==> config.mk <==
export PLATFORM = sky130hd
export DESIGN_NAME = rule_language_lexer_unit
export DESIGN_NICKNAME = d
export VERILOG_FILES = /design/src/rtl/core/rll_pkg.sv /design/src/rtl/core/rule_language_lexer_unit.sv
export VERILOG_INCLUDE_DIRS = /design/src /design/src/rtl/core
export SDC_FILE = /design/constraint.sdc
export NUM_CORES = 1
export LEC_CHECK = 0
export BUFFER_PORTS_ARGS = -buffer_cell sky130_fd_sc_hd__buf_2
export CORE_AREA = 2 2 185 187
export DETAILED_ROUTE_END_ITERATION = 6
export DIE_AREA = 0 0 187 189
export HOLD_SLACK_MARGIN = 0.15
export MAX_ROUTING_LAYER = met4
export PLACE_DENSITY = 0.77
export SYNTH_ARGS = -nofsm -noshare
export SYNTH_HDL_FRONTEND = slang
export SYNTH_SLANG_ARGS = --single-unit
==> constraint.sdc <==
create_clock -name clk -period 7.6 [get_ports clk]
set_input_delay 1.52 -clock clk [delete_from_list [all_inputs] [get_ports clk]]
set_output_delay 1.52 -clock clk [all_outputs]
set_load 0.02 [all_outputs]
==> src/rtl/core/assert_macros.svh <==
// Assertion helpers used by the lexer unit.
`ifndef ASSERT_MACROS_SVH
`define ASSERT_MACROS_SVH

// The property must hold at every rising clock edge outside reset.
`define ASSERT_AT(label, clk, rst_n, prop, msg) \
	label: assert property (@(posedge clk) disable iff (!rst_n) prop) else $error(msg);

// The condition must never be true at a rising clock edge outside reset.
`define ASSERT_NEVER(label, clk, rst_n, cond, msg) \
	label: assert property (@(posedge clk) disable iff (!rst_n) !(cond)) else $error(msg);

`endif

==> src/rtl/core/rll_pkg.sv <==
`default_nettype none

package rll_pkg;

	localparam int KW_COUNT = 17;

	typedef logic [KW_COUNT-1:0] kw_mask_t;

	localparam logic [4:0] TK_EOF     = 5'd0;
	localparam logic [4:0] TK_DOT     = 5'd1;
	localparam logic [4:0] TK_LPAREN  = 5'd2;
	localparam logic [4:0] TK_RPAREN  = 5'd3;
	localparam logic [4:0] TK_STRING  = 5'd4;
	localparam logic [4:0] TK_UUID    = 5'd5;
	localparam logic [4:0] TK_IDENT   = 5'd6;
	localparam logic [4:0] TK_KW_BASE = 5'd7;
	localparam logic [4:0] TK_TEXT    = 5'd24;
	localparam logic [4:0] TK_ERROR   = 5'd25;

	localparam logic [2:0] ERR_UNEXPECTED = 3'd0;
	localparam logic [2:0] ERR_UNTERM     = 3'd1;
	localparam logic [2:0] ERR_BAD_ESC    = 3'd2;
	localparam logic [2:0] ERR_DIGITS     = 3'd3;
	localparam logic [2:0] ERR_NOT_ENDED  = 3'd4;

	localparam logic [7:0] CH_TAB    = 8'h09;
	localparam logic [7:0] CH_LF     = 8'h0A;
	localparam logic [7:0] CH_CR     = 8'h0D;
	localparam logic [7:0] CH_SPACE  = 8'h20;
	localparam logic [7:0] CH_QUOTE  = 8'h22;
	localparam logic [7:0] CH_LPAR   = 8'h28;
	localparam logic [7:0] CH_RPAR   = 8'h29;
	localparam logic [7:0] CH_DOT    = 8'h2E;
	localparam logic [7:0] CH_ZERO   = 8'h30;
	localparam logic [7:0] CH_BSLASH = 8'h5C;
	localparam logic [7:0] CH_UNDER  = 8'h5F;
	localparam logic [7:0] CH_LOW_N  = 8'h6E;
	localparam logic [7:0] CH_LOW_T  = 8'h74;
	localparam logic [7:0] CH_LOW_X  = 8'h78;

	// Keyword spellings, right aligned in 80 bits, first character highest.
	localparam logic [79:0] KW_TEXT [KW_COUNT] = '{
		"TEST", "TITLE", "WHEN", "THEN", "MESSAGE", "REFERENCE", "FAIL", "WARN",
		"INFO", "AND", "OR", "NOT", "EA", "HAS", "LACKS", "EQUALS", {"NOT_", "EQUALS"}
	};

	localparam logic [3:0] KW_LEN [KW_COUNT] = '{
		4'd4, 4'd5, 4'd4, 4'd4, 4'd7, 4'd9, 4'd4, 4'd4,
		4'd4, 4'd3, 4'd2, 4'd3, 4'd2, 4'd3, 4'd5, 4'd6, 4'd10
	};

	typedef struct packed {
		logic [4:0]  kind;
		logic [15:0] line;
		logic [15:0] column;
		logic [7:0]  ch;
		logic [15:0] uuid;
		logic [2:0]  err;
		logic        last;
	} result_t;

	function automatic logic is_alpha(input logic [7:0] b);
		return (b >= 8'h41 && b <= 8'h5A) || (b >= 8'h61 && b <= 8'h7A);
	endfunction

	function automatic logic is_digit(input logic [7:0] b);
		return b >= 8'h30 && b <= 8'h39;
	endfunction

	function automatic logic is_word(input logic [7:0] b);
		return is_alpha(b) || is_digit(b) || b == CH_UNDER;
	endfunction

	function automatic logic is_hex(input logic [7:0] b);
		return is_digit(b) || (b >= 8'h61 && b <= 8'h66) || (b >= 8'h41 && b <= 8'h46);
	endfunction

	function automatic logic [3:0] hex_nibble(input logic [7:0] b);
		return is_digit(b) ? b[3:0] : b[3:0] + 4'd9;
	endfunction

	// Keywords whose character at position pos equals b.
	function automatic kw_mask_t kw_match(input logic [7:0] b, input logic [3:0] pos);
		kw_mask_t m;
		logic [3:0] d;
		m = '0;
		for (int k = 0; k < KW_COUNT; k++) begin
			d = KW_LEN[k] - pos - 4'd1;
			if (pos < KW_LEN[k]) begin
				m[k] = (KW_TEXT[k][{d, 3'b000} +: 8] == b);
			end
		end
		return m;
	endfunction

	function automatic logic [4:0] kw_kind(input kw_mask_t mask, input logic [3:0] len);
		logic [4:0] kind;
		kind = TK_IDENT;
		for (int k = 0; k < KW_COUNT; k++) begin
			if (mask[k] && KW_LEN[k] == len) begin
				kind = TK_KW_BASE + 5'(k);
			end
		end
		return kind;
	endfunction

endpackage

`default_nettype wire

==> src/rtl/core/rule_language_lexer_unit.sv <==
// The first result of an input word is offered on the output once the word has passed the
// input register and been written into the output queue; it waits while the queue is full.
// Throughput: one input word per cycle while the output queue holds at most two results;
// a word that yields two results writes both into the queue together.
// A four-entry output queue lets input continue while results wait to be taken.
// Reset (arst_n low, asynchronous): queues empty, lexer idle, line and column at 1.
`default_nettype none

`include "assert_macros.svh"

module rule_language_lexer_unit #(
	parameter int LINE_WIDTH   = 16,
	parameter int COLUMN_WIDTH = 16
) (
	input  wire logic        clk,
	input  wire logic        arst_n,
	input  wire logic        src_valid,
	output logic             src_ready,
	input  wire logic [7:0]  in_byte,
	input  wire logic        end_of_input,
	output logic             tok_valid,
	input  wire logic        tok_ready,
	output logic [4:0]       token_kind,
	output logic [15:0]      token_line,
	output logic [15:0]      token_column,
	output logic [7:0]       text_char,
	output logic [15:0]      uuid_value,
	output logic [2:0]       error_code,
	output logic             last
);

	import rll_pkg::*;

	typedef enum logic [2:0] {
		M_IDLE, M_ZERO, M_HEX, M_IDENT, M_STR, M_ESC, M_ERR
	} mode_t;

	localparam logic [LINE_WIDTH-1:0]   LineOne = LINE_WIDTH'(1);
	localparam logic [COLUMN_WIDTH-1:0] ColOne  = COLUMN_WIDTH'(1);

	logic                    v_s1;
	logic [7:0]              byte_s1;
	logic                    eoi_s1;
	logic                    fire_s1;

	mode_t                   mode_q;
	logic [LINE_WIDTH-1:0]   line_q;
	logic [COLUMN_WIDTH-1:0] col_q;
	logic [LINE_WIDTH-1:0]   sline_q;
	logic [COLUMN_WIDTH-1:0] scol_q;
	logic [2:0]              hcnt_q;
	logic [15:0]             hacc_q;
	kw_mask_t                kmask_q;
	logic [3:0]              ipos_q;

	result_t                 fifo_q [4];
	logic [1:0]              wp_q;
	logic [1:0]              rp_q;
	logic [2:0]              cnt_q;
	logic                    pop;

	logic [LINE_WIDTH+15:0]   line_ext;
	logic [LINE_WIDTH+15:0]   sline_ext;
	logic [COLUMN_WIDTH+15:0] col_ext;
	logic [COLUMN_WIDTH+15:0] scol_ext;
	logic [15:0]              line16;
	logic [15:0]              col16;
	logic [15:0]              sline16;
	logic [15:0]              scol16;

	logic     idle_v;
	result_t  idle_r;
	mode_t    idle_mode;
	logic     idle_start;
	kw_mask_t idle_kmask;
	logic [3:0] idle_ipos;

	logic       pre_v;
	result_t    pre_r;
	logic       sec_v;
	result_t    sec_r;
	logic       run_idle;
	mode_t      n_mode;
	logic [2:0] n_hcnt;
	logic [15:0] n_hacc;
	kw_mask_t   n_kmask;
	logic [3:0] n_ipos;
	logic       n_start;
	result_t    r0;
	result_t    r1;
	logic [1:0] n_c;
	result_t    head;

	assign fire_s1   = v_s1 && (cnt_q <= 3'd2);
	assign src_ready = !v_s1 || fire_s1;
	assign tok_valid = cnt_q != 3'd0;
	assign pop       = tok_valid && tok_ready;

	assign line_ext  = {16'b0, line_q};
	assign sline_ext = {16'b0, sline_q};
	assign col_ext   = {16'b0, col_q};
	assign scol_ext  = {16'b0, scol_q};
	assign line16    = line_ext[15:0];
	assign sline16   = sline_ext[15:0];
	assign col16     = col_ext[15:0];
	assign scol16    = scol_ext[15:0];

	always_ff @(posedge clk or negedge arst_n) begin
		if (!arst_n) begin
			v_s1 <= 1'b0;
		end else if (src_ready) begin
			v_s1 <= src_valid;
		end
	end

	always_ff @(posedge clk) begin
		if (src_valid && src_ready) begin
			byte_s1 <= in_byte;
			eoi_s1  <= end_of_input;
		end
	end

	// A byte seen between tokens.
	always_comb begin
		idle_v        = 1'b0;
		idle_r        = '0;
		idle_r.line   = line16;
		idle_r.column = col16;
		idle_mode     = M_IDLE;
		idle_start    = 1'b0;
		idle_kmask    = kmask_q;
		idle_ipos     = ipos_q;
		if (byte_s1 == CH_SPACE || byte_s1 == CH_TAB || byte_s1 == CH_CR ||
				byte_s1 == CH_LF) begin
			idle_v = 1'b0;
		end else if (byte_s1 == CH_DOT) begin
			idle_v      = 1'b1;
			idle_r.kind = TK_DOT;
		end else if (byte_s1 == CH_LPAR) begin
			idle_v      = 1'b1;
			idle_r.kind = TK_LPAREN;
		end else if (byte_s1 == CH_RPAR) begin
			idle_v      = 1'b1;
			idle_r.kind = TK_RPAREN;
		end else begin
			idle_start = 1'b1;
			if (byte_s1 == CH_QUOTE) begin
				idle_mode = M_STR;
			end else if (byte_s1 == CH_ZERO) begin
				idle_mode = M_ZERO;
			end else if (is_alpha(byte_s1) || byte_s1 == CH_UNDER) begin
				idle_mode   = M_IDENT;
				idle_kmask  = kw_match(byte_s1, 4'd0);
				idle_ipos   = 4'd1;
				idle_v      = 1'b1;
				idle_r.kind = TK_TEXT;
				idle_r.ch   = byte_s1;
			end else begin
				idle_mode   = M_ERR;
				idle_v      = 1'b1;
				idle_r.kind = TK_ERROR;
				idle_r.err  = ERR_UNEXPECTED;
			end
		end
	end

	always_comb begin
		pre_v        = 1'b0;
		pre_r        = '0;
		pre_r.line   = sline16;
		pre_r.column = scol16;
		run_idle     = 1'b0;
		n_mode       = mode_q;
		n_hcnt       = hcnt_q;
		n_hacc       = hacc_q;
		n_kmask      = kmask_q;
		n_ipos       = ipos_q;
		n_start      = 1'b0;
		sec_v        = 1'b0;
		sec_r        = idle_r;
		if (eoi_s1) begin
			case (mode_q)
				M_IDENT: begin
					pre_v      = 1'b1;
					pre_r.kind = kw_kind(kmask_q, ipos_q);
				end
				M_STR, M_ESC: begin
					pre_v      = 1'b1;
					pre_r.kind = TK_ERROR;
					pre_r.err  = ERR_UNTERM;
				end
				M_ZERO: begin
					pre_v      = 1'b1;
					pre_r.kind = TK_ERROR;
					pre_r.err  = ERR_UNEXPECTED;
				end
				M_HEX: begin
					pre_v = 1'b1;
					if (hcnt_q == 3'd4) begin
						pre_r.kind = TK_UUID;
						pre_r.uuid = hacc_q;
					end else begin
						pre_r.kind = TK_ERROR;
						pre_r.err  = ERR_DIGITS;
					end
				end
				default: begin
					pre_v = 1'b0;
				end
			endcase
			sec_v        = 1'b1;
			sec_r        = '0;
			sec_r.kind   = TK_EOF;
			sec_r.line   = line16;
			sec_r.column = col16;
		end else begin
			case (mode_q)
				M_IDENT: begin
					pre_v = 1'b1;
					if (is_word(byte_s1)) begin
						pre_r.kind = TK_TEXT;
						pre_r.ch   = byte_s1;
						n_kmask    = kmask_q & kw_match(byte_s1, ipos_q);
						if (ipos_q != 4'd15) begin
							n_ipos = ipos_q + 4'd1;
						end
					end else begin
						pre_r.kind = kw_kind(kmask_q, ipos_q);
						run_idle   = 1'b1;
					end
				end
				M_STR: begin
					if (byte_s1 == CH_QUOTE) begin
						pre_v      = 1'b1;
						pre_r.kind = TK_STRING;
						n_mode     = M_IDLE;
					end else if (byte_s1 == CH_BSLASH) begin
						n_mode = M_ESC;
					end else if (byte_s1 == CH_LF) begin
						pre_v      = 1'b1;
						pre_r.kind = TK_ERROR;
						pre_r.err  = ERR_UNTERM;
						n_mode     = M_ERR;
					end else begin
						pre_v      = 1'b1;
						pre_r.kind = TK_TEXT;
						pre_r.ch   = byte_s1;
					end
				end
				M_ESC: begin
					pre_v  = 1'b1;
					n_mode = M_STR;
					pre_r.kind = TK_TEXT;
					if (byte_s1 == CH_QUOTE || byte_s1 == CH_BSLASH) begin
						pre_r.ch = byte_s1;
					end else if (byte_s1 == CH_LOW_N) begin
						pre_r.ch = CH_LF;
					end else if (byte_s1 == CH_LOW_T) begin
						pre_r.ch = CH_TAB;
					end else begin
						pre_r.kind = TK_ERROR;
						pre_r.err  = ERR_BAD_ESC;
						n_mode     = M_ERR;
					end
				end
				M_ZERO: begin
					if (byte_s1 == CH_LOW_X) begin
						n_mode = M_HEX;
						n_hcnt = 3'd0;
						n_hacc = 16'd0;
					end else begin
						pre_v      = 1'b1;
						pre_r.kind = TK_ERROR;
						pre_r.err  = ERR_UNEXPECTED;
						n_mode     = M_ERR;
					end
				end
				M_HEX: begin
					if (is_hex(byte_s1)) begin
						if (hcnt_q < 3'd5) begin
							n_hcnt = hcnt_q + 3'd1;
						end
						n_hacc = {hacc_q[11:0], hex_nibble(byte_s1)};
					end else if (hcnt_q != 3'd4) begin
						pre_v      = 1'b1;
						pre_r.kind = TK_ERROR;
						pre_r.err  = ERR_DIGITS;
						n_mode     = M_ERR;
					end else if (is_word(byte_s1)) begin
						pre_v      = 1'b1;
						pre_r.kind = TK_ERROR;
						pre_r.err  = ERR_NOT_ENDED;
						n_mode     = M_ERR;
					end else begin
						pre_v      = 1'b1;
						pre_r.kind = TK_UUID;
						pre_r.uuid = hacc_q;
						run_idle   = 1'b1;
					end
				end
				M_ERR: begin
					n_mode = M_ERR;
				end
				default: begin
					run_idle = 1'b1;
				end
			endcase
			if (run_idle) begin
				n_mode  = idle_mode;
				n_start = idle_start;
				n_kmask = idle_kmask;
				n_ipos  = idle_ipos;
				sec_v   = idle_v;
			end
		end
	end

	always_comb begin
		if (pre_v) begin
			r0  = pre_r;
			r1  = sec_r;
			n_c = sec_v ? 2'd2 : 2'd1;
		end else begin
			r0  = sec_r;
			r1  = '0;
			n_c = sec_v ? 2'd1 : 2'd0;
		end
		if (n_c == 2'd2) begin
			r1.last = 1'b1;
		end else if (n_c == 2'd1) begin
			r0.last = 1'b1;
		end
	end

	always_ff @(posedge clk or negedge arst_n) begin
		if (!arst_n) begin
			mode_q  <= M_IDLE;
			line_q  <= LineOne;
			col_q   <= ColOne;
			sline_q <= LineOne;
			scol_q  <= ColOne;
			hcnt_q  <= 3'd0;
			hacc_q  <= 16'd0;
			kmask_q <= '1;
			ipos_q  <= 4'd0;
		end else if (fire_s1) begin
			if (eoi_s1) begin
				mode_q  <= M_IDLE;
				line_q  <= LineOne;
				col_q   <= ColOne;
				sline_q <= LineOne;
				scol_q  <= ColOne;
				hcnt_q  <= 3'd0;
				hacc_q  <= 16'd0;
				kmask_q <= '1;
				ipos_q  <= 4'd0;
			end else begin
				mode_q  <= n_mode;
				hcnt_q  <= n_hcnt;
				hacc_q  <= n_hacc;
				kmask_q <= n_kmask;
				ipos_q  <= n_ipos;
				if (n_start) begin
					sline_q <= line_q;
					scol_q  <= col_q;
				end
				if (byte_s1 == CH_LF) begin
					if (!(&line_q)) begin
						line_q <= line_q + LineOne;
					end
					col_q <= ColOne;
				end else if (!(&col_q)) begin
					col_q <= col_q + ColOne;
				end
			end
		end
	end

	always_ff @(posedge clk) begin
		if (fire_s1) begin
			if (n_c != 2'd0) begin
				fifo_q[wp_q] <= r0;
			end
			if (n_c == 2'd2) begin
				fifo_q[wp_q + 2'd1] <= r1;
			end
		end
	end

	always_ff @(posedge clk or negedge arst_n) begin
		if (!arst_n) begin
			wp_q  <= 2'd0;
			rp_q  <= 2'd0;
			cnt_q <= 3'd0;
		end else begin
			if (fire_s1) begin
				wp_q <= wp_q + n_c;
			end
			if (pop) begin
				rp_q <= rp_q + 2'd1;
			end
			cnt_q <= cnt_q + (fire_s1 ? {1'b0, n_c} : 3'd0) - {2'b0, pop};
		end
	end

	assign head         = fifo_q[rp_q];
	assign token_kind   = head.kind;
	assign token_line   = head.line;
	assign token_column = head.column;
	assign text_char    = head.ch;
	assign uuid_value   = head.uuid;
	assign error_code   = head.err;
	assign last         = head.last;

	`ASSERT_NEVER(a_queue_bound, clk, arst_n, cnt_q > 3'd4, "output queue overflow")
	`ASSERT_AT(a_eoi_emits, clk, arst_n, (fire_s1 && eoi_s1) |-> (n_c != 2'd0), "end word without result")
	`ASSERT_AT(a_eoi_resets, clk, arst_n, (fire_s1 && eoi_s1) |=> (mode_q == M_IDLE && ipos_q == 4'd0 && hcnt_q == 3'd0), "state not cleared after end word")
	`ASSERT_AT(a_err_silent, clk, arst_n, (fire_s1 && !eoi_s1 && mode_q == M_ERR) |-> (n_c == 2'd0), "result emitted while skipping after an error")

endmodule

`default_nettype wire

==> results.ini, run 1 <==
[grt]
grt_max_degree=63
track_usage_pct=35.02
overflow=0
first_global_vias=16490
antenna_found_initial=1
grt_first_pass_wirelength_mm=94.41

[routing]
wl_per_cell_um=25.12
route.detailed.drc=7
dr.max_layer_used=met4
initialDrtViolationCount=1880
wl_met2_mm=28.04
drt-total-wl_mm=60.03
met1Wirelength_mm=24.27
routed-wl-met3_mm=5.421
viasPerCell=7.008
detail-route-antenna-nets=0
via_count=16750
dr.pass1.iters=7

[power]
p_switching_uw=4086
ir_worst_vdd_mv=0.3605
seq_power_share_pct=33.8
p_int_uw=5344
pwr-share-comb_pct=46.3
leakagePower_uw=0.008338
swShare_pct=43.33
power_density_nw_per_um2=415.9
pwr-share-clk_pct=19.9

[timing]
finalSetupViolations=0
grt_setup_unrepaired=false
holdWs_ns=0.4606
slew-limit-headroom_pct=17.15
post-route-period-util_pct=75.80
layout_min_cycle_time_ns=5.761
finalSetupTns_ns=0
worst_slew_pin_slew_ns=1.238
hold_violations=0
drv_slew=0
max_freq_ghz=0.1736
finClkSkew_ns=0.01620

[worst_setup_path]
path_cells=buf_4 -> o21ba_2 -> o21ai_0 -> o211a_2 -> a41oi_2 -> o21ai_2 -> o21ai_0 -> o21ai_0 -> inv_1 -> ha_1 -> nor2_1 -> nand2_1 -> mux2i_4 -> buf_4 -> inv_1 -> o21ai_0
worst-path-buf-inv=4
cp_slowest_stage_delay_ns=0.83
r2r_setup_slack_ns=1.84
cp-end-kind=register
crit_slowest_cell=mux2i_4
crit_arrival_ns=6.15
cp_max_fo=19
worstSetupPathType=register to register
crit_family=compound AO/OA/AOI/OAI gates
cp_common_cell=o21ai_0
start_kind=register
worst_ep_required_time_ns=7.98

[placed_design]
io_buffer_count=79
gp_congestion=0.9936
place_hpwl_mm=38.67
dpl-instance-area_um2=21430

[cts]
cts.sinks=384
cts_tree=done
clock_path_buffers=3
cts_resized=0
clkTransAtPathRegs_ns=0.06
cts_setup_buffers=0
cts_made_buffers=39
cts_max_level=2
ctsHoldBuffers=0
clock_latency_ns=0.54
ctsRootBufferMaster=clkbuf_16

[logic_synthesis]
synth-seq-cells=384
syn_area_per_cell_um2=10.87
syn_nets=1964
synth.cell_area_um2=20770
synth_warnings=0
ys_seq_area_share_pct=49.01
syn_inst=1911
synthArstFlopShare_pct=29.95
synth-main-ff-cell=edfxtp_1
synth-edff-count=189
ys_types=85

[floorplanning]
core_area_um2=33280
die_w_um=187
std_cell_rows=67
initial_core_util_pct=62.42
die_height_um=189
die_area_um2=35340
ios=80

[cells_and_area]
syn_to_final_growth_pct=9.142
final_area_um2=22670
mostFrequentLayoutCells=a22o_1 (231), edfxtp_1 (189), nand2_1 (162)
final_common_cell=a22o_1
final_nets=1965
drive_gt1_share_pct=16.33

[flow_run]
drv_cap=0

[min_path]
hold_class=register to register

[run_status]
violations=DRC
status=complete, but fails checks

## metrics by stage
stage / worst slack, ns / util, % / cells / power [µW]
2_1_floorplan: 0.9792 / - / 1911 / 6161
3_3_place_gp: 2.255 / 64.40 / 2319 / 7389
3_5_place_dp: 2.116 / 64.40 / 2319 / 7481
4_1_cts: 2.077 / 68.12 / 2389 / 9348
5_1_grt: 1.460 / 68.13 / 2390 / 9846
6_report: 1.839 / 68.13 / 2390 / 9430
## cells by family after synthesis
kind of cell,count (synthesis),share of synthesized area (%)
muxes,80,8.016
xor gates and xnor gates,69,2.909
and+or+nand+nor,549,12.78
adders and majority gates,40,2.445
DFF,384,49.01
AOI/OAI and AO/OA,578,20.69
buffers and inverters,211,4.156
## worst min-delay path, delay by kind of cell, from the launching register on
family	cells	cell delay (ns)
simple gates	1	0.04
flops	1	0.32
compound gates	1	0.06
## layer usage
metal	global-route usage (%)	vias to the layer above
met3	5.524	189
met4	14.29	0
met2	54.52	962
met1	46.41	8271
met5	-	-
li1	-	7328
## path summary, 6_finish.rpt
kind                         startpoint             to  cells after the start
max                          byte_s1[2]  fifo_q[0][59]                     16
min                        fifo_q[3][3]   fifo_q[3][3]                      2
max reg2reg                  byte_s1[2]  fifo_q[0][59]                     16
min reg2reg                fifo_q[3][3]   fifo_q[3][3]                      2
max in group asynchronous        arst_n      hacc_q[3]                      2
min in group asynchronous        arst_n      scol16[8]                      1
## registers in the layout, indices dropped and copies added, names as in the netlist, 2 cells and up
name     flops
byte_s1      8
cnt_q        3
col16       16
fifo_q     260
hacc_q      16
hcnt_q       3
ipos_q       4
kmask_q     17
line16      16
mode_q       3
rp_q         2
scol16      16
sline16     16
wp_q         2
## final cells by class
type | instances | area, µm²
Sequential cell | 384 | 10190
Antenna cell | 1 | 2.502
Clock inverter | 9 | 88.84
Tap cell | 448 | 560.5
Inverter | 41 | 153.9
Clock buffer | 61 | 1149
Fill cell | 2491 | 10610
Multi-Input combinational cell | 1316 | 9753
Timing Repair Buffer | 130 | 780.7
## synth_stat cells (12+ instances only)
cell / instances / area share [%]
nand4_1: 23 / 0.69
or3_1: 12 / 0.36
xor2_1: 24 / 1.0
o22ai_1: 20 / 0.60
o21ai_0: 101 / 2.4
nand2_1: 162 / 2.9
buf_4: 15 / 0.54
a31oi_1: 24 / 0.72
xnor2_1: 45 / 1.9
clkbuf_1: 124 / 2.2
o211ai_1: 13 / 0.47
ha_1: 39 / 2.3
nand2b_1: 16 / 0.48
dfstp_2: 21 / 2.7
a22o_1: 231 / 9.7
nand3_1: 56 / 1.3
nor2_1: 146 / 2.6
nor2b_1: 14 / 0.42
mux4_2: 65 / 7.0
o31ai_1: 14 / 0.51
dfrtp_1: 94 / 11
buf_2: 12 / 0.29
inv_1: 37 / 0.67
and3_1: 18 / 0.54
a22oi_1: 13 / 0.47
dfxtp_1: 80 / 7.7
nor3_1: 33 / 0.79
buf_1: 19 / 0.34
edfxtp_1: 189 / 27
a21oi_1: 67 / 1.6
## power by group through the flow
stage,logic [µW],registers [µW],clock network (µW)
6_report,4360,3190,1880
5_1_grt,4640,3240,1960
4_1_cts,4280,3180,1890
3_5_place_dp,4260,3220,0
3_3_place_gp,4200,3190,0
2_1_floorplan,3210,2950,0
No activity file was read; power rests on OpenSTA's default activity.
==> run 2: changes to the inputs <==
==> constraint.sdc (replaced) <==
create_clock -name clk -period 5.9 [get_ports clk]
set_input_delay 1.18 -clock clk [delete_from_list [all_inputs] [get_ports clk]]
set_output_delay 1.18 -clock clk [all_outputs]
set_load 0.02 [all_outputs]
==> results.ini, run 2 (synthesis results as in run 1) <==
[flow_run]
drv_cap=0  ; unchanged

[timing]
grt_setup_unrepaired=false  ; unchanged
finalSetupViolations=0  ; unchanged
fin_ws_ns=0.5973  ; was 1.839 ns
max_freq_ghz=0.1886  ; was 0.1736 GHz
layout_min_cycle_time_ns=5.303  ; was 5.761 ns
holdWs_ns=0.4389  ; was 0.4606 ns
hold_violations=0  ; unchanged
drv_slew=0  ; unchanged
finClkSkew_ns=0.02657  ; was 0.01620 ns
slew-limit-headroom_pct=18.67  ; was 17.15%
post-route-period-util_pct=89.88  ; was 75.80%
worst_slew_pin_slew_ns=1.215  ; was 1.238 ns

[placed_design]
dpl-instance-area_um2=21540  ; was 21430 µm²
io_buffer_count=79  ; unchanged
place_inst=2330  ; was 2319
gp_congestion=1.010  ; was 0.9936
place_hpwl_mm=39.36  ; was 38.67 mm
dp_slack_ns=0.7650  ; was 2.116 ns

[worst_setup_path]
cp-end-kind=register  ; unchanged
worstSetupPathType=register to register  ; unchanged
start_kind=register  ; unchanged
crit_arrival_ns=5.57  ; was 6.15 ns
cp_max_fo=28  ; was 19
worst_ep_required_time_ns=6.17  ; was 7.98 ns

[cts]
cts_max_level=2  ; unchanged
clock_latency_ns=0.54  ; about the same
ctsRootBufferMaster=clkbuf_16  ; unchanged
cts_setup_buffers=0  ; unchanged
cts.sinks=384  ; unchanged
clock_path_buffers=3  ; unchanged
cts_tree=done  ; unchanged
cts_made_buffers=39  ; unchanged
ctsHoldBuffers=0  ; unchanged
clkTransAtPathRegs_ns=0.06  ; about the same
cts_resized=0  ; unchanged

[power]
power_density_nw_per_um2=531.6  ; was 415.9 nW/µm²
ir_worst_vdd_mv=0.3933  ; was 0.3605 mV
leakagePower_uw=0.008379  ; was 0.008338 µW

[cells_and_area]
syn_to_final_growth_pct=9.678  ; was 9.142%
final_common_cell=a22o_1  ; unchanged
insertedDiodeCount=0  ; was 1
finalNonFillerCells=2401  ; was 2390
largest_reg_flops=260  ; unchanged
drive_gt1_share_pct=16.90  ; was 16.33%
reg_top3=fifo_q x260, kmask_q x17  ; unchanged
final_area_um2=22790  ; was 22670 µm²
mostFrequentLayoutCells=a22o_1 (231), edfxtp_1 (189), nand2_1 (162)  ; unchanged
largest-register=fifo_q  ; unchanged
final_util_pct=68.47  ; was 68.13%
final_nets=1976  ; was 1965

[floorplanning]
std_cell_rows=67  ; unchanged
die_height_um=189  ; unchanged
core_area_um2=33280  ; unchanged
die_w_um=187  ; unchanged
ios=80  ; unchanged
die_area_um2=35340  ; unchanged
initial_core_util_pct=62.42  ; unchanged

[routing]
viasPerCell=6.963  ; was 7.008
detail-route-antenna-nets=0  ; unchanged
initialDrtViolationCount=1926  ; was 1880
drt-total-wl_mm=59.82  ; was 60.03 mm
route.detailed.drc=0  ; was 7
dr.pass1.iters=5  ; was 7
wl_per_cell_um=24.91  ; was 25.12 µm
via_count=16720  ; was 16750

[grt]
track_usage_pct=34.92  ; was 35.02%
antenna_found_initial=0  ; was 1
grt_first_pass_wirelength_mm=94.12  ; was 94.41 mm
overflow=0  ; unchanged
first_global_vias=16560  ; was 16490
grt_max_degree=61  ; was 63

[min_path]
hold_class=input pin to asynchronous set/reset pin  ; was register to register

[run_status]
status=finished, final reports clean  ; was complete, but fails checks

-- run 2: cell types whose count changed in the layout (fill, tap and decap cells not counted) --
cell        previous run  this run
buf_4                 52        62
inv_2                  6         2
clkinv_1               4         3
clkinv_2               3         6
clkinvlp_4             1         4
diode_2                1         0
buf_12                 0         1
-- run 2: path summary, 6_finish.rpt --
path / startpoint / depth (start not counted) / slack, ns / to
min in group clk: fifo_q[2][9] / 1 / 0.47 / fifo_q[2][9]
setup / recovery: byte_s1[4] / 17 / 0.60 / fifo_q[3][28]
max in group asynchronous: arst_n / 2 / 4.38 / rp_q[0]
hold reg to reg: fifo_q[2][9] / 1 / 0.47 / fifo_q[2][9]
setup reg to reg: byte_s1[4] / 17 / 0.60 / fifo_q[3][28]
hold / removal: arst_n / 1 / 0.44 / line16[9]
-- run 2: final cells by class --
type                       instances  area (µm²)
fill                            2467       10500
sequential                       384       10190
multi-input combinational       1316        9753
clock buffer                      61        1149
timing repair buffer             141       875.8
tap                              448       560.5
inverter                          41       168.9
clock inverter                    10       92.59
-- run 2: layer usage --
layer / track usage [%] / wire, µm
met1: 45.37 / 23710
met2: 55.68 / 28920
met3: 5.950 / 5252
met4: 12.88 / 1934
met5: - / 0
-- run 2: worst max-delay path, cell delays in order (launching register included) --
cell	delay [ns]
edfxtp_1	0.59
buf_4	0.34
nor4bb_1	0.67
nand3_1	0.20
o211a_2	0.36
a41oi_2	0.26
o21ai_2	0.08
o21ai_0	0.13
o21ai_0	0.24
inv_1	0.11
ha_1	0.27
nor2_1	0.10
and3_1	0.22
buf_4	0.17
nor2_1	0.10
buf_4	0.29
clkinvlp_4	0.47
buf_4	0.39
-- run 2: through the flow --
step	TNS, ns	total power (µW)
2_1_floorplan	-11.53	7943
3_3_place_gp	0	9513
3_5_place_dp	0	9634
4_1_cts	0	12040
5_1_grt	0	12700
6_report	0	12110
-- run 2: power by group --
| part | leakage (µW) | internal, µW | total (µW) | switching, µW |
|---|---|---|---|---|
| logic | 0.00391 | 1970 | 5610 | 3640 |
| clock network | 0.000614 | 1390 | 2400 | 1010 |
| registers | 0.00385 | 3560 | 4100 | 544 |
| total | 0.00838 | 6920 | 12100 | 5190 |
==> run 3: changes to the inputs <==
--- a/config.mk
+++ b/config.mk
@@ -7,12 +7,12 @@
 export NUM_CORES = 1
 export LEC_CHECK = 0
 export BUFFER_PORTS_ARGS = -buffer_cell sky130_fd_sc_hd__buf_2
-export CORE_AREA = 2 2 185 187
+export CORE_AREA = 2 2 180 182
 export DETAILED_ROUTE_END_ITERATION = 6
-export DIE_AREA = 0 0 187 189
+export DIE_AREA = 0 0 182 184
 export HOLD_SLACK_MARGIN = 0.15
 export MAX_ROUTING_LAYER = met4
-export PLACE_DENSITY = 0.77
+export PLACE_DENSITY = 0.81
 export SYNTH_ARGS = -nofsm -noshare
 export SYNTH_HDL_FRONTEND = slang
 export SYNTH_SLANG_ARGS = --single-unit
==> constraint.sdc (replaced) <==
create_clock -name clk -period 6.1 [get_ports clk]
set_input_delay 1.22 -clock clk [delete_from_list [all_inputs] [get_ports clk]]
set_output_delay 1.22 -clock clk [all_outputs]
set_load 0.02 [all_outputs]
==> results.ini, run 3 (synthesis results as in run 1) <==
[placed_design]
gp_congestion=1.054  ; was 1.010
place_hpwl_mm=38.77  ; was 39.36 mm
io_buffer_count=79  ; unchanged
place_inst=2280  ; was 2330

[grt]
grt_util_met1_pct=49.72  ; was 45.37%
grt.busiest_layer=met2  ; unchanged
grt_max_degree=68  ; was 61
grt_first_pass_wirelength_mm=94.63  ; was 94.12 mm
first_global_vias=16570  ; was 16560
gr-usage-met3_pct=5.983  ; was 5.950%
antenna_found_initial=0  ; unchanged
track_usage_pct=37.60  ; was 34.92%
overflow=0  ; unchanged
met2_usage_pct=57.63  ; was 55.68%

[timing]
post-route-period-util_pct=88.06  ; was 89.88%
grt_setup_unrepaired=false  ; unchanged
finalSetupTns_ns=0  ; unchanged
layout_min_cycle_time_ns=5.372  ; was 5.303 ns
slew-limit-headroom_pct=20.15  ; was 18.67%
max_freq_ghz=0.1862  ; was 0.1886 GHz
hold_violations=0  ; unchanged
finalSetupViolations=0  ; unchanged
finClkSkew_ns=0.02257  ; was 0.02657 ns
drv_slew=0  ; unchanged
worst_slew_pin_slew_ns=1.195  ; was 1.215 ns

[min_path]
hp-start=fifo_q[3][3]
hold_class=register to register  ; was input pin to asynchronous set/reset pin

[floorplanning]
die_area_um2=33490  ; was 35340 µm²
die_w_um=182  ; was 187 µm
core_area_um2=31390  ; was 33280 µm²
initial_core_util_pct=66.18  ; was 62.42%
std_cell_rows=65  ; was 67
ios=80  ; unchanged
die_height_um=184  ; was 189 µm

[flow_run]
drv_cap=0  ; unchanged

[worst_setup_path]
crit_path_end=fifo_q[3][42]  ; was fifo_q[3][28]
cp_slowest_stage_delay_ns=0.66  ; was 0.67 ns
critPathLaunch=byte_s1[4]  ; unchanged
worst_ep_required_time_ns=6.39  ; was 6.17 ns
cp-end-kind=register  ; unchanged
ff2ff_path_depth=15  ; was 17
timing.rr.end=fifo_q[3][42]  ; was fifo_q[3][28]
r2r_setup_slack_ns=0.73  ; was 0.60 ns
r2r_start=byte_s1[4]  ; unchanged
start_kind=register  ; unchanged
path_cells=or4b_4 -> or4b_1 -> o211a_2 -> a41oi_2 -> o21ai_2 -> o21ai_0 -> o21ai_0 -> inv_1 -> ha_1 -> nor2_1 -> and3_1 -> nor2_1 -> buf_4 -> clkinvlp_4 -> buf_4  ; was buf_4 -> nor4bb_1 -> nand3_1 -> o211a_2 -> a41oi_2 -> o21ai_2 -> o21ai_0 -> o21ai_0 -> inv_1 -> ha_1 -> nor2_1 -> and3_1 -> buf_4 -> nor2_1 -> buf_4 -> clkinvlp_4 -> buf_4
worstSetupPathType=register to register  ; unchanged
crit_slowest_cell=or4b_4  ; was nor4bb_1
crit_arrival_ns=5.66  ; was 5.57 ns
cp_max_fo=21  ; was 28

[cells_and_area]
final_util_pct=72.50  ; was 68.47%
drive_gt1_share_pct=16.70  ; was 16.90%
reg_top3=fifo_q x260, kmask_q x17  ; unchanged
final_nets=1973  ; was 1976
mostFrequentLayoutCells=a22o_1 (231), edfxtp_1 (189), nand2_1 (162)  ; unchanged
insertedDiodeCount=0  ; unchanged
largest-register=fifo_q  ; unchanged
largest_reg_flops=260  ; unchanged
finalNonFillerCells=2354  ; was 2401
final_common_cell=a22o_1  ; unchanged
syn_to_final_growth_pct=9.546  ; was 9.678%
final.fill_count=2195  ; was 2467

[cts]
ctsRootBufferMaster=clkbuf_16  ; unchanged
cts_setup_buffers=0  ; unchanged
cts_max_level=2  ; unchanged
ctsHoldBuffers=0  ; unchanged
cts_made_buffers=40  ; was 39
cts_resized=0  ; unchanged
cts_tree=done  ; unchanged
clock_latency_ns=0.56  ; was 0.54 ns
cts.sinks=384  ; unchanged
clock_path_buffers=3  ; unchanged
clkTransAtPathRegs_ns=0.06  ; about the same

[routing]
viasPerCell=7.235  ; was 6.963
via_count=17030  ; was 16720
drt-total-wl_mm=60.80  ; was 59.82 mm
dr.pass1.iters=7  ; was 5
route.detailed.drc=14  ; was 0
detail-route-antenna-nets=0  ; unchanged
wl_per_cell_um=25.83  ; was 24.91 µm
initialDrtViolationCount=2426  ; was 1926

[run_status]
status=complete, but fails checks  ; was finished, final reports clean
violations=DRC

[power]
leakagePower_uw=0.008382  ; was 0.008379 µW
power_density_nw_per_um2=522.7  ; was 531.6 nW/µm²
ir_worst_vdd_mv=0.3720  ; was 0.3933 mV

## run 3: through the flow
| stage | power (µW) | hold slack, ns | worst slack (ns) | instance area (µm²) |
|---|---|---|---|---|
| floorplan | 7682 | 0.4198 | -0.05612 | 20800 |
| global placement | 9183 | 0.4392 | 1.024 | 21440 |
| detailed placement | 9327 | 0.4454 | 0.8624 | 21440 |
| CTS | 11780 | 0.4631 | 0.8379 | 22760 |
| global route | 12430 | 0.4879 | 0.5279 | 22760 |
| finish | 11900 | 0.4616 | 0.7285 | 22760 |
## run 3: final cells by class
class                   instances  area (µm²)  area share, %
clock buffers                  57        1116          4.904
inverters                      41       168.9         0.7422
repair buffers                137       833.3          3.662
flip-flops and latches        384       10190          44.76
well taps                     402       503.0          2.210
multi-input cells            1316        9753          42.86
clock inverters                17       197.7         0.8687
## run 3: worst min-delay path by stage
stage,to,cells past startpoint,slack [ns]
6_report,fifo_q[3][3],2,0.46
5_1_grt,fifo_q[2][8],1,0.49
4_1_cts,fifo_q[3][3],2,0.46
3_5_place_dp,fifo_q[3][3],2,0.45
3_3_place_gp,fifo_q[2][3],2,0.44
2_1_floorplan,fifo_q[2][3],2,0.42
## run 3: routing by layer
metal	part of all wire (%)	vias to the layer above
met2	46	1098
met4	4.8	0
met5	0	-
met1	39	8370
li1	-	7321
met3	10	243
## run 3: worst max-delay path: cells and delay by family (launching register included)
family / cells / cell delay [ns]
flops: 1 / 0.61
simple gates: 5 / 1.85
fa+ha+maj: 1 / 0.26
buf+inv: 4 / 1.40
compound gates: 5 / 0.96
## run 3: power breakdown
group	switching, µW	leakage (µW)	internal, µW
clock	1040	0.000643	1420
combinational	3540	0.00389	1890
sequential	560	0.00385	3450
total	5140	0.00838	6760
